### src/hw/rtl/wsd_pkg.sv
// websocket deframer package: phase and status codes, result struct, constants
// used by wsd_in_reg, wsd_parser and websocket_frame_deframer; no dependencies
`default_nettype none

package wsd_pkg;

  localparam int unsigned MAX_PAYLOAD_RESET = 4096;
  localparam int unsigned LEN_W = 16;

  localparam logic [6:0] LEN7_MASK  = 7'h7f;
  localparam logic [6:0] LEN7_EXT16 = 7'd126;
  localparam logic [6:0] LEN7_EXT64 = 7'd127;
  localparam logic [6:0] LEN_MIN    = 7'd4;

  typedef enum logic [2:0] {
    PH_HDR0    = 3'd0,
    PH_HDR1    = 3'd1,
    PH_EXT0    = 3'd2,
    PH_EXT1    = 3'd3,
    PH_KEY     = 3'd4,
    PH_PAYLOAD = 3'd5,
    PH_DEAD    = 3'd6
  } phase_t;

  typedef enum logic [2:0] {
    ST_OK        = 3'd0,
    ST_NOT_FINAL = 3'd1,
    ST_UNMASKED  = 3'd2,
    ST_LEN64     = 3'd3,
    ST_SHORT     = 3'd4,
    ST_BAD_LEN   = 3'd5
  } status_t;

  typedef struct packed {
    logic [7:0] payload_byte;
    logic       frame_first;
    logic       frame_last;
    status_t    status;
  } res_t;

endpackage

`default_nettype wire

### src/hw/rtl/wsd_in_reg.sv
// input register stage of the websocket deframer
// depends on wsd_pkg
`default_nettype none

module wsd_in_reg
  import wsd_pkg::*;
(
  input  wire logic       clk,
  input  wire logic       rst,
  input  wire logic       in_valid,
  output logic            in_ready,
  input  wire logic [7:0] rx_byte,
  input  wire logic       take,
  output logic            q_valid,
  output logic [7:0]      q_byte
);

  // refill in the same cycle the held byte moves on
  assign in_ready = !q_valid || take;

  always_ff @(posedge clk) begin
    if (rst) begin
      q_valid <= 1'b0;
    end else if (in_ready) begin
      q_valid <= in_valid;
    end
  end

  always_ff @(posedge clk) begin
    if (in_valid && in_ready) begin
      q_byte <= rx_byte;
    end
  end

endmodule

`default_nettype wire

### src/hw/rtl/wsd_parser.sv
// frame header state machine, mask key store and payload unmasking
// depends on wsd_pkg
`default_nettype none

module wsd_parser
  import wsd_pkg::*;
(
  input  wire logic             clk,
  input  wire logic             rst,
  input  wire logic             step,
  input  wire logic [7:0]       b,
  input  wire logic [LEN_W-1:0] max_payload,
  output logic                  res_valid,
  output res_t                  res
);

  phase_t           phase, phase_next;
  logic [LEN_W-1:0] frame_len;
  logic [LEN_W-1:0] idx;
  logic [7:0]       key [4];
  logic [23:0]      emb;

  logic             err;
  status_t          err_code;
  logic [7:0]       v;
  logic [LEN_W-1:0] idx_inc;
  logic [LEN_W-1:0] ext_len;
  logic             last;

  assign v       = b ^ key[idx[1:0]];
  assign idx_inc = idx + LEN_W'(1);
  assign ext_len = {frame_len[15:8], b};
  assign last    = (idx_inc == frame_len);

  // header and embedded length checks
  always_comb begin
    err      = 1'b0;
    err_code = ST_OK;
    unique case (phase)
      PH_HDR0: begin
        if (!b[7]) begin
          err      = 1'b1;
          err_code = ST_NOT_FINAL;
        end
      end
      PH_HDR1: begin
        if (!b[7]) begin
          err      = 1'b1;
          err_code = ST_UNMASKED;
        end else if ((b[6:0] & LEN7_MASK) == LEN7_EXT64) begin
          err      = 1'b1;
          err_code = ST_LEN64;
        end else if (b[6:0] != LEN7_EXT16 && b[6:0] < LEN_MIN) begin
          err      = 1'b1;
          err_code = ST_SHORT;
        end
      end
      PH_EXT1: begin
        if (ext_len < LEN_W'(LEN_MIN)) begin
          err      = 1'b1;
          err_code = ST_SHORT;
        end
      end
      PH_PAYLOAD: begin
        if (idx == LEN_W'(3) && (emb[23:8] != 16'd0 || {emb[7:0], v} != frame_len
            || frame_len > max_payload)) begin
          err      = 1'b1;
          err_code = ST_BAD_LEN;
        end
      end
      default: begin
      end
    endcase
  end

  // next phase
  always_comb begin
    phase_next = phase;
    if (err) begin
      phase_next = PH_DEAD;
    end else begin
      unique case (phase)
        PH_HDR0:    phase_next = PH_HDR1;
        PH_HDR1:    phase_next = (b[6:0] == LEN7_EXT16) ? PH_EXT0 : PH_KEY;
        PH_EXT0:    phase_next = PH_EXT1;
        PH_EXT1:    phase_next = PH_KEY;
        PH_KEY:     phase_next = (idx[1:0] == 2'd3) ? PH_PAYLOAD : PH_KEY;
        PH_PAYLOAD: phase_next = last ? PH_HDR0 : PH_PAYLOAD;
        PH_DEAD:    phase_next = PH_DEAD;
        default:    phase_next = PH_DEAD;
      endcase
    end
  end

  // result of this byte
  always_comb begin
    res_valid        = 1'b0;
    res.payload_byte = 8'd0;
    res.frame_first  = 1'b0;
    res.frame_last   = 1'b0;
    res.status       = err_code;
    if (err) begin
      res_valid = 1'b1;
    end else if (phase == PH_PAYLOAD) begin
      res_valid        = 1'b1;
      res.payload_byte = v;
      res.frame_first  = (idx == '0);
      res.frame_last   = last;
      res.status       = ST_OK;
    end
  end

  always_ff @(posedge clk) begin
    if (rst) begin
      phase <= PH_HDR0;
    end else if (step) begin
      phase <= phase_next;
    end
  end

  always_ff @(posedge clk) begin
    if (rst) begin
      frame_len <= '0;
      idx       <= '0;
      emb       <= '0;
    end else if (step && !err) begin
      unique case (phase)
        PH_HDR1: begin
          frame_len <= LEN_W'(b[6:0]);
          idx       <= '0;
        end
        PH_EXT0: frame_len <= {b, 8'd0};
        PH_EXT1: begin
          frame_len <= ext_len;
          idx       <= '0;
        end
        PH_KEY: begin
          idx <= (idx[1:0] == 2'd3) ? '0 : idx_inc;
          emb <= '0;
        end
        PH_PAYLOAD: begin
          idx <= last ? '0 : idx_inc;
          if (idx < LEN_W'(3)) begin
            emb <= {emb[15:0], v};
          end
        end
        default: begin
        end
      endcase
    end
  end

  always_ff @(posedge clk) begin
    if (rst) begin
      key[0] <= 8'd0;
      key[1] <= 8'd0;
      key[2] <= 8'd0;
      key[3] <= 8'd0;
    end else if (step && phase == PH_KEY) begin
      key[idx[1:0]] <= b;
    end
  end

endmodule

`default_nettype wire

### src/hw/rtl/websocket_frame_deframer.sv
// websocket client-to-server deframer, top level with result register
// depends on wsd_pkg, wsd_in_reg, wsd_parser
//
// usage
// - input channel: in_valid / in_ready with rx_byte, one stream byte per transfer
// - output channel: out_valid / out_ready with payload_byte, frame_first,
//   frame_last and status; one result per payload byte, none for header,
//   extended length or mask key bytes
// - cfg_wr_en / cfg_wr_data write max_payload at once; write only while idle
// - a transferred byte sits in the input register, and the parser loads its
//   result from there into the result register
// - throughput: one byte per cycle unless stalled; the parser state update is a
//   single pass of short logic between the input and the result register
// - a held result stalls the parser: a byte moves on only when the result
//   register is empty or being drained in the same cycle
// - when the receiver stalls, one byte waits in the input register and then
//   in_ready drops
// - any header or length failure gives one error result (status nonzero,
//   payload fields zero); every later byte is taken and dropped until reset
// - synchronous reset: parser waits for the first header byte, mask key and
//   lengths clear, max_payload returns to 4096, both registers empty
`default_nettype none

module websocket_frame_deframer
  import wsd_pkg::*;
#(
  parameter int unsigned MaxPayloadReset = MAX_PAYLOAD_RESET
) (
  input  wire logic             clk,
  input  wire logic             rst,
  input  wire logic             in_valid,
  output logic                  in_ready,
  input  wire logic [7:0]       rx_byte,
  output logic                  out_valid,
  input  wire logic             out_ready,
  output logic [7:0]            payload_byte,
  output logic                  frame_first,
  output logic                  frame_last,
  output logic [2:0]            status,
  input  wire logic             cfg_wr_en,
  input  wire logic [LEN_W-1:0] cfg_wr_data
);

  logic [LEN_W-1:0] max_payload;
  logic             q_valid;
  logic [7:0]       q_byte;
  logic             step;
  logic             res_valid;
  res_t             res;
  res_t             out_q;

  // byte leaves the input register when the result slot is free or draining
  assign step = q_valid && (!out_valid || out_ready);

  always_ff @(posedge clk) begin
    if (rst) begin
      max_payload <= LEN_W'(MaxPayloadReset);
    end else if (cfg_wr_en) begin
      max_payload <= cfg_wr_data;
    end
  end

  wsd_in_reg u_in_reg (
    .clk      (clk),
    .rst      (rst),
    .in_valid (in_valid),
    .in_ready (in_ready),
    .rx_byte  (rx_byte),
    .take     (step),
    .q_valid  (q_valid),
    .q_byte   (q_byte)
  );

  wsd_parser u_parser (
    .clk         (clk),
    .rst         (rst),
    .step        (step),
    .b           (q_byte),
    .max_payload (max_payload),
    .res_valid   (res_valid),
    .res         (res)
  );

  // result register
  always_ff @(posedge clk) begin
    if (rst) begin
      out_valid <= 1'b0;
    end else if (step && res_valid) begin
      out_valid <= 1'b1;
    end else if (out_ready) begin
      out_valid <= 1'b0;
    end
  end

  always_ff @(posedge clk) begin
    if (step && res_valid) begin
      out_q <= res;
    end
  end

  assign payload_byte = out_q.payload_byte;
  assign frame_first  = out_q.frame_first;
  assign frame_last   = out_q.frame_last;
  assign status       = out_q.status;

endmodule

`default_nettype wire

### config.mk
export PLATFORM = sky130hd
export DESIGN_NAME = websocket_frame_deframer
export DESIGN_NICKNAME = d
export VERILOG_FILES = /design/src/hw/rtl/wsd_pkg.sv /design/src/hw/rtl/wsd_in_reg.sv /design/src/hw/rtl/wsd_parser.sv /design/src/hw/rtl/websocket_frame_deframer.sv
export SDC_FILE = /design/constraint.sdc
export NUM_CORES = 1
export LEC_CHECK = 0
export BUFFER_PORTS_ARGS = -buffer_cell sky130_fd_sc_hd__buf_2
export CAP_MARGIN = 20
export CORE_MARGIN = 2
export CORE_UTILIZATION = 55
export DETAILED_ROUTE_END_ITERATION = 16
export PLACE_DENSITY = 0.75
export SYNTH_ARGS = -nofsm -noshare
export SYNTH_HDL_FRONTEND = slang
export SYNTH_SLANG_ARGS = --single-unit
### constraint.sdc
create_clock -name clk -period 2.55 [get_ports clk]
set_clock_uncertainty 0.15 [all_clocks]
set_input_delay 0.1275 -clock clk [delete_from_list [all_inputs] [get_ports clk]]
set_output_delay 0.1275 -clock clk [all_outputs]
set_load 0.05 [all_outputs]
==> impl_metrics.json <==
{
  "drt_iter0_drc": 938,
  "slew_headroom_pct": 61.6,
  "rsz0062_at_grt": "yes",
  "status": "complete, but fails checks",
  "tightest_slew_ns": 0.574,
  "power_density_nw_per_um2": 541,
  "drtPass1Iterations": 6,
  "fin_nets": 1003,
  "antenna_found_initial": 0,
  "synth-seq-area-share_pct": 44.8,
  "final_cell_area_um2": 10300,
  "clock_path_buffers": 2,
  "place_ws_ns": -0.379,
  "vias": 7441,
  "violations": "negative setup slack",
  "setup_violations": 65,
  "rows": 41,
  "startpoint_type": "flip-flop",
  "hold_path_depth": 2,
  "grt_pass1_wl_um": 37800,
  "synth_area_um2": 7080,
  "finalHoldViolCount": 0,
  "syn_avg_cell_area_um2": 9.33,
  "crit_family": "multiplexers",
  "hold_end": "max_payload[12]$_SDFFE_PP1P_",
  "gr-usage-all-layers_pct": 35.2,
  "cp_max_fo": 5,
  "cts_root_buf": "clkbuf_16",
  "clock.fmax_mhz": 332,
  "critPathArrivalTime_ns": 3.04,
  "cp.required_ns": 2.58,
  "synth_edf_count": 53,
  "crit_slowest_cell": "mux4_2",
  "htreeDepth": 4,
  "p_leak_uw": 0.00399,
  "min_path_type": "in -> reg",
  "place_area_um2": 8320,
  "gp_congestion": 1.00,
  "synth_nets": 806,
  "layout-drive-gt1-share_pct": 37.7,
  "drv_cap": 0,
  "path_cells": "mux4_2 > xnor2_2 > xor2_1 > nand3_2 > nor4_4 > buf_4 > nor2_4 > a311o_1",
  "grt_start_max_net_pins": 45,
  "final_antenna_net_count": 0,
  "clk_latency_ns": 0.44,
  "cp_slowest_stage_delay_ns": 0.56,
  "timing.final.crit_share_pct": 118,
  "drc_errors": 0,
  "antenna_cells": 0,
  "fin_tns_setup_ns": -15.85,
  "reg2reg_depth": 8,
  "portBuffers": 43,
  "synth_async_sr_flop_share_pct": 0,
  "layout_setup_ws_ns": -0.463,
  "reg2reg_slack_ns": -0.46,
  "dieArea_um2": 13800,
  "path_clk_slew_ns": 0.07,
  "total_power_uw": 5550,
  "syn_to_final_growth_pct": 45.0,
  "ys_dominant_reg_cell": "dfxtp_1",
  "wl_um": 26800,
  "die_h_um": 117,
  "timing.rr.end": "status[2]$_DFFE_PP_",
  "grt_pass1_vias": 7172,
  "fin_hold_ws_ns": 0.0788,
  "post_drt_wl_per_cell_um": 23.5,
  "io_pins": 44,
  "place_hpwl_um": 15400,
  "cts_made_buffers": 17,
  "core_area_um2": 12600,
  "vdd_drop_max_mv": 0.492,
  "syn_inst": 758,
  "start_util_pct": 56.3,
  "globalRouteOverflowTotal": 0,
  "holdCritStartpoint": "cfg_wr_en",
  "vias_per_cell": 6.53,
  "period_needed_ns": 3.01,
  "critPathCaptureType": "flip-flop",
  "cts_tree": "built",
  "cp.buffers_inverters": 1,
  "yosysWarnings": 0,
  "synth.distinct_cells": 70,
  "ys_ff_latch": 132,
  "worst-setup-path-type": "reg -> reg",
  "cts_sinks": 132,
  "die_w_um": 117,
  "maxSlewViolCount": 0
}
-- area by class of cell --
type	count	area, µm²
multi-input cells	534	4220
well taps	172	215
fillers	647	2310
repair buffers	231	1890
inverters	39	146
flip-flops and latches	132	3190
clock inverters	15	179
clock buffers	17	425
-- cell usage after synthesis (all sizes together) (2+ instances only) --
cell | n | area (µm²)
buf | 20 | 125
a31oi | 7 | 43.8
nand2 | 64 | 240
nor2b | 3 | 18.8
edfxtp | 53 | 1590
o21ai | 21 | 105
o31ai | 2 | 15.0
mux2i | 25 | 250
and2 | 36 | 225
nand4 | 14 | 87.6
nor3 | 32 | 181
a211oi | 6 | 50.1
a21oi | 62 | 322
and4 | 8 | 75.1
dfxtp | 79 | 1580
xnor2 | 33 | 312
o211ai | 4 | 30.0
and3 | 5 | 31.3
nand3 | 49 | 245
a41oi | 2 | 17.5
nand3b | 4 | 33.8
clkbuf | 33 | 125
mux4 | 5 | 113
inv | 39 | 146
nand2b | 4 | 25.0
a221oi | 2 | 17.5
or4 | 5 | 41.3
o21a | 2 | 15.0
o21bai | 4 | 30.0
xor2 | 19 | 166
or2 | 3 | 18.8
or3 | 5 | 31.3
ha | 19 | 238
nor4 | 17 | 134
o22ai | 4 | 25.0
a22oi | 2 | 15.0
nand4b | 2 | 17.5
nor2 | 46 | 173
a32oi | 2 | 17.5
-- worst register-to-register path, stage by stage, from the launching register on --
cell and delay [ns]:
dfxtp_4 0.41, mux4_2 0.56, xnor2_2 0.24, xor2_1 0.30
nand3_2 0.16, nor4_4 0.31, buf_4 0.22, nor2_4 0.05
a311o_1 0.35
-- cells in the final DEF, fill, tap and decap left out, types with 6 or more instances in the layout --
master / n
clkbuf_16: 17
buf_4: 128
o21ai_0: 11
nor2_4: 6
nor3_2: 13
o21ai_1: 6
ha_1: 16
dfxtp_1: 70
buf_12: 7
mux2i_1: 24
nor4_1: 9
nor3_4: 11
nand3_1: 41
nor2_1: 39
edfxtp_1: 53
nand3_2: 7
dfxtp_2: 8
nand2_1: 61
xnor2_1: 28
dlygate4sd3_1: 28
inv_1: 38
nor3_1: 8
a21oi_1: 47
buf_2: 43
buf_6: 23
and2_1: 34
nand4_1: 14
xor2_1: 17
a21oi_2: 13
-- cells by family (layout without fill, tap and decap cells) --
family / count (synthesis) / after routing / share of synthesized area, %
compound gates: 134 / 134 / 11.7
xor+xnor: 52 / 52 / 6.76
fa+ha+maj: 19 / 19 / 3.36
buf+inv: 92 / 302 / 5.61
flops: 132 / 132 / 44.8
mux: 30 / 30 / 5.13
simple gates: 299 / 299 / 22.6
-- through the flow --
step / utilization [%] / cells
after CTS: 78.1 / 1138
after detailed placement: 66.2 / 1056
after global routing: 81.6 / 1140
after floorplan: - / 758
after global placement: 66.2 / 1056
final: 81.6 / 1140
-- per-layer routing --
metal	share of wire [%]	global-route usage [%]
met1	35	41.9
met2	47	58.5
met3	10	8.66
met4	7.7	19.7
met5	0	0
-- worst max-delay path by stage --
stage                            startpoint                              to  slack [ns]  cells past startpoint
2_1_floorplan  u_parser.idx[1]$_SDFFE_PP0P_   u_parser.idx[13]$_SDFFE_PP0P_       -0.14                     13
3_5_place_dp   u_in_reg.q_byte[3]$_DFFE_PP_   payload_byte[1]$_SDFFCE_PP0P_       -0.38                      9
6_report                          flip-flop             status[2]$_DFFE_PP_       -0.46                      8
4_1_cts        u_in_reg.q_byte[4]$_DFFE_PP_   u_parser.idx[13]$_SDFFE_PP0P_       -0.22                     10
5_1_grt        u_parser.idx[1]$_SDFFE_PP0P_  u_parser.phase[2]$_SDFFE_PP0P_       -0.55                     12
3_3_place_gp   u_in_reg.q_byte[3]$_DFFE_PP_       frame_first$_SDFFCE_PP0P_       -0.38                     10
-- power by group --
group	switching (µW)	internal [µW]	leakage [µW]
clock	1010	1540	0.000291
combinational	409	303	0.00251
sequential	41.3	2250	0.00119
total	1460	4100	0.00399
-- what timing repair did --
item                                    4_1_cts  5_1_grt
resized for setup                            87       88
pin swaps                                    34       30
setup buffers                                20        3
endpoints found under the setup margin       62       86
hold buffers                                 28        0
endpoints found under the hold margin        30        0
gates cloned                                  2        1
-- state kept, by name, indices dropped and copies added (netlist names), 3 cells and up, named ones only --
register	flops
u_parser.key	32
u_parser.emb	24
max_payload	16
u_parser.frame_len	16
u_parser.idx	16
payload_byte	8
u_in_reg.q_byte	8
status	3
u_parser.phase	3
No activity file was read; power rests on OpenSTA's default activity.
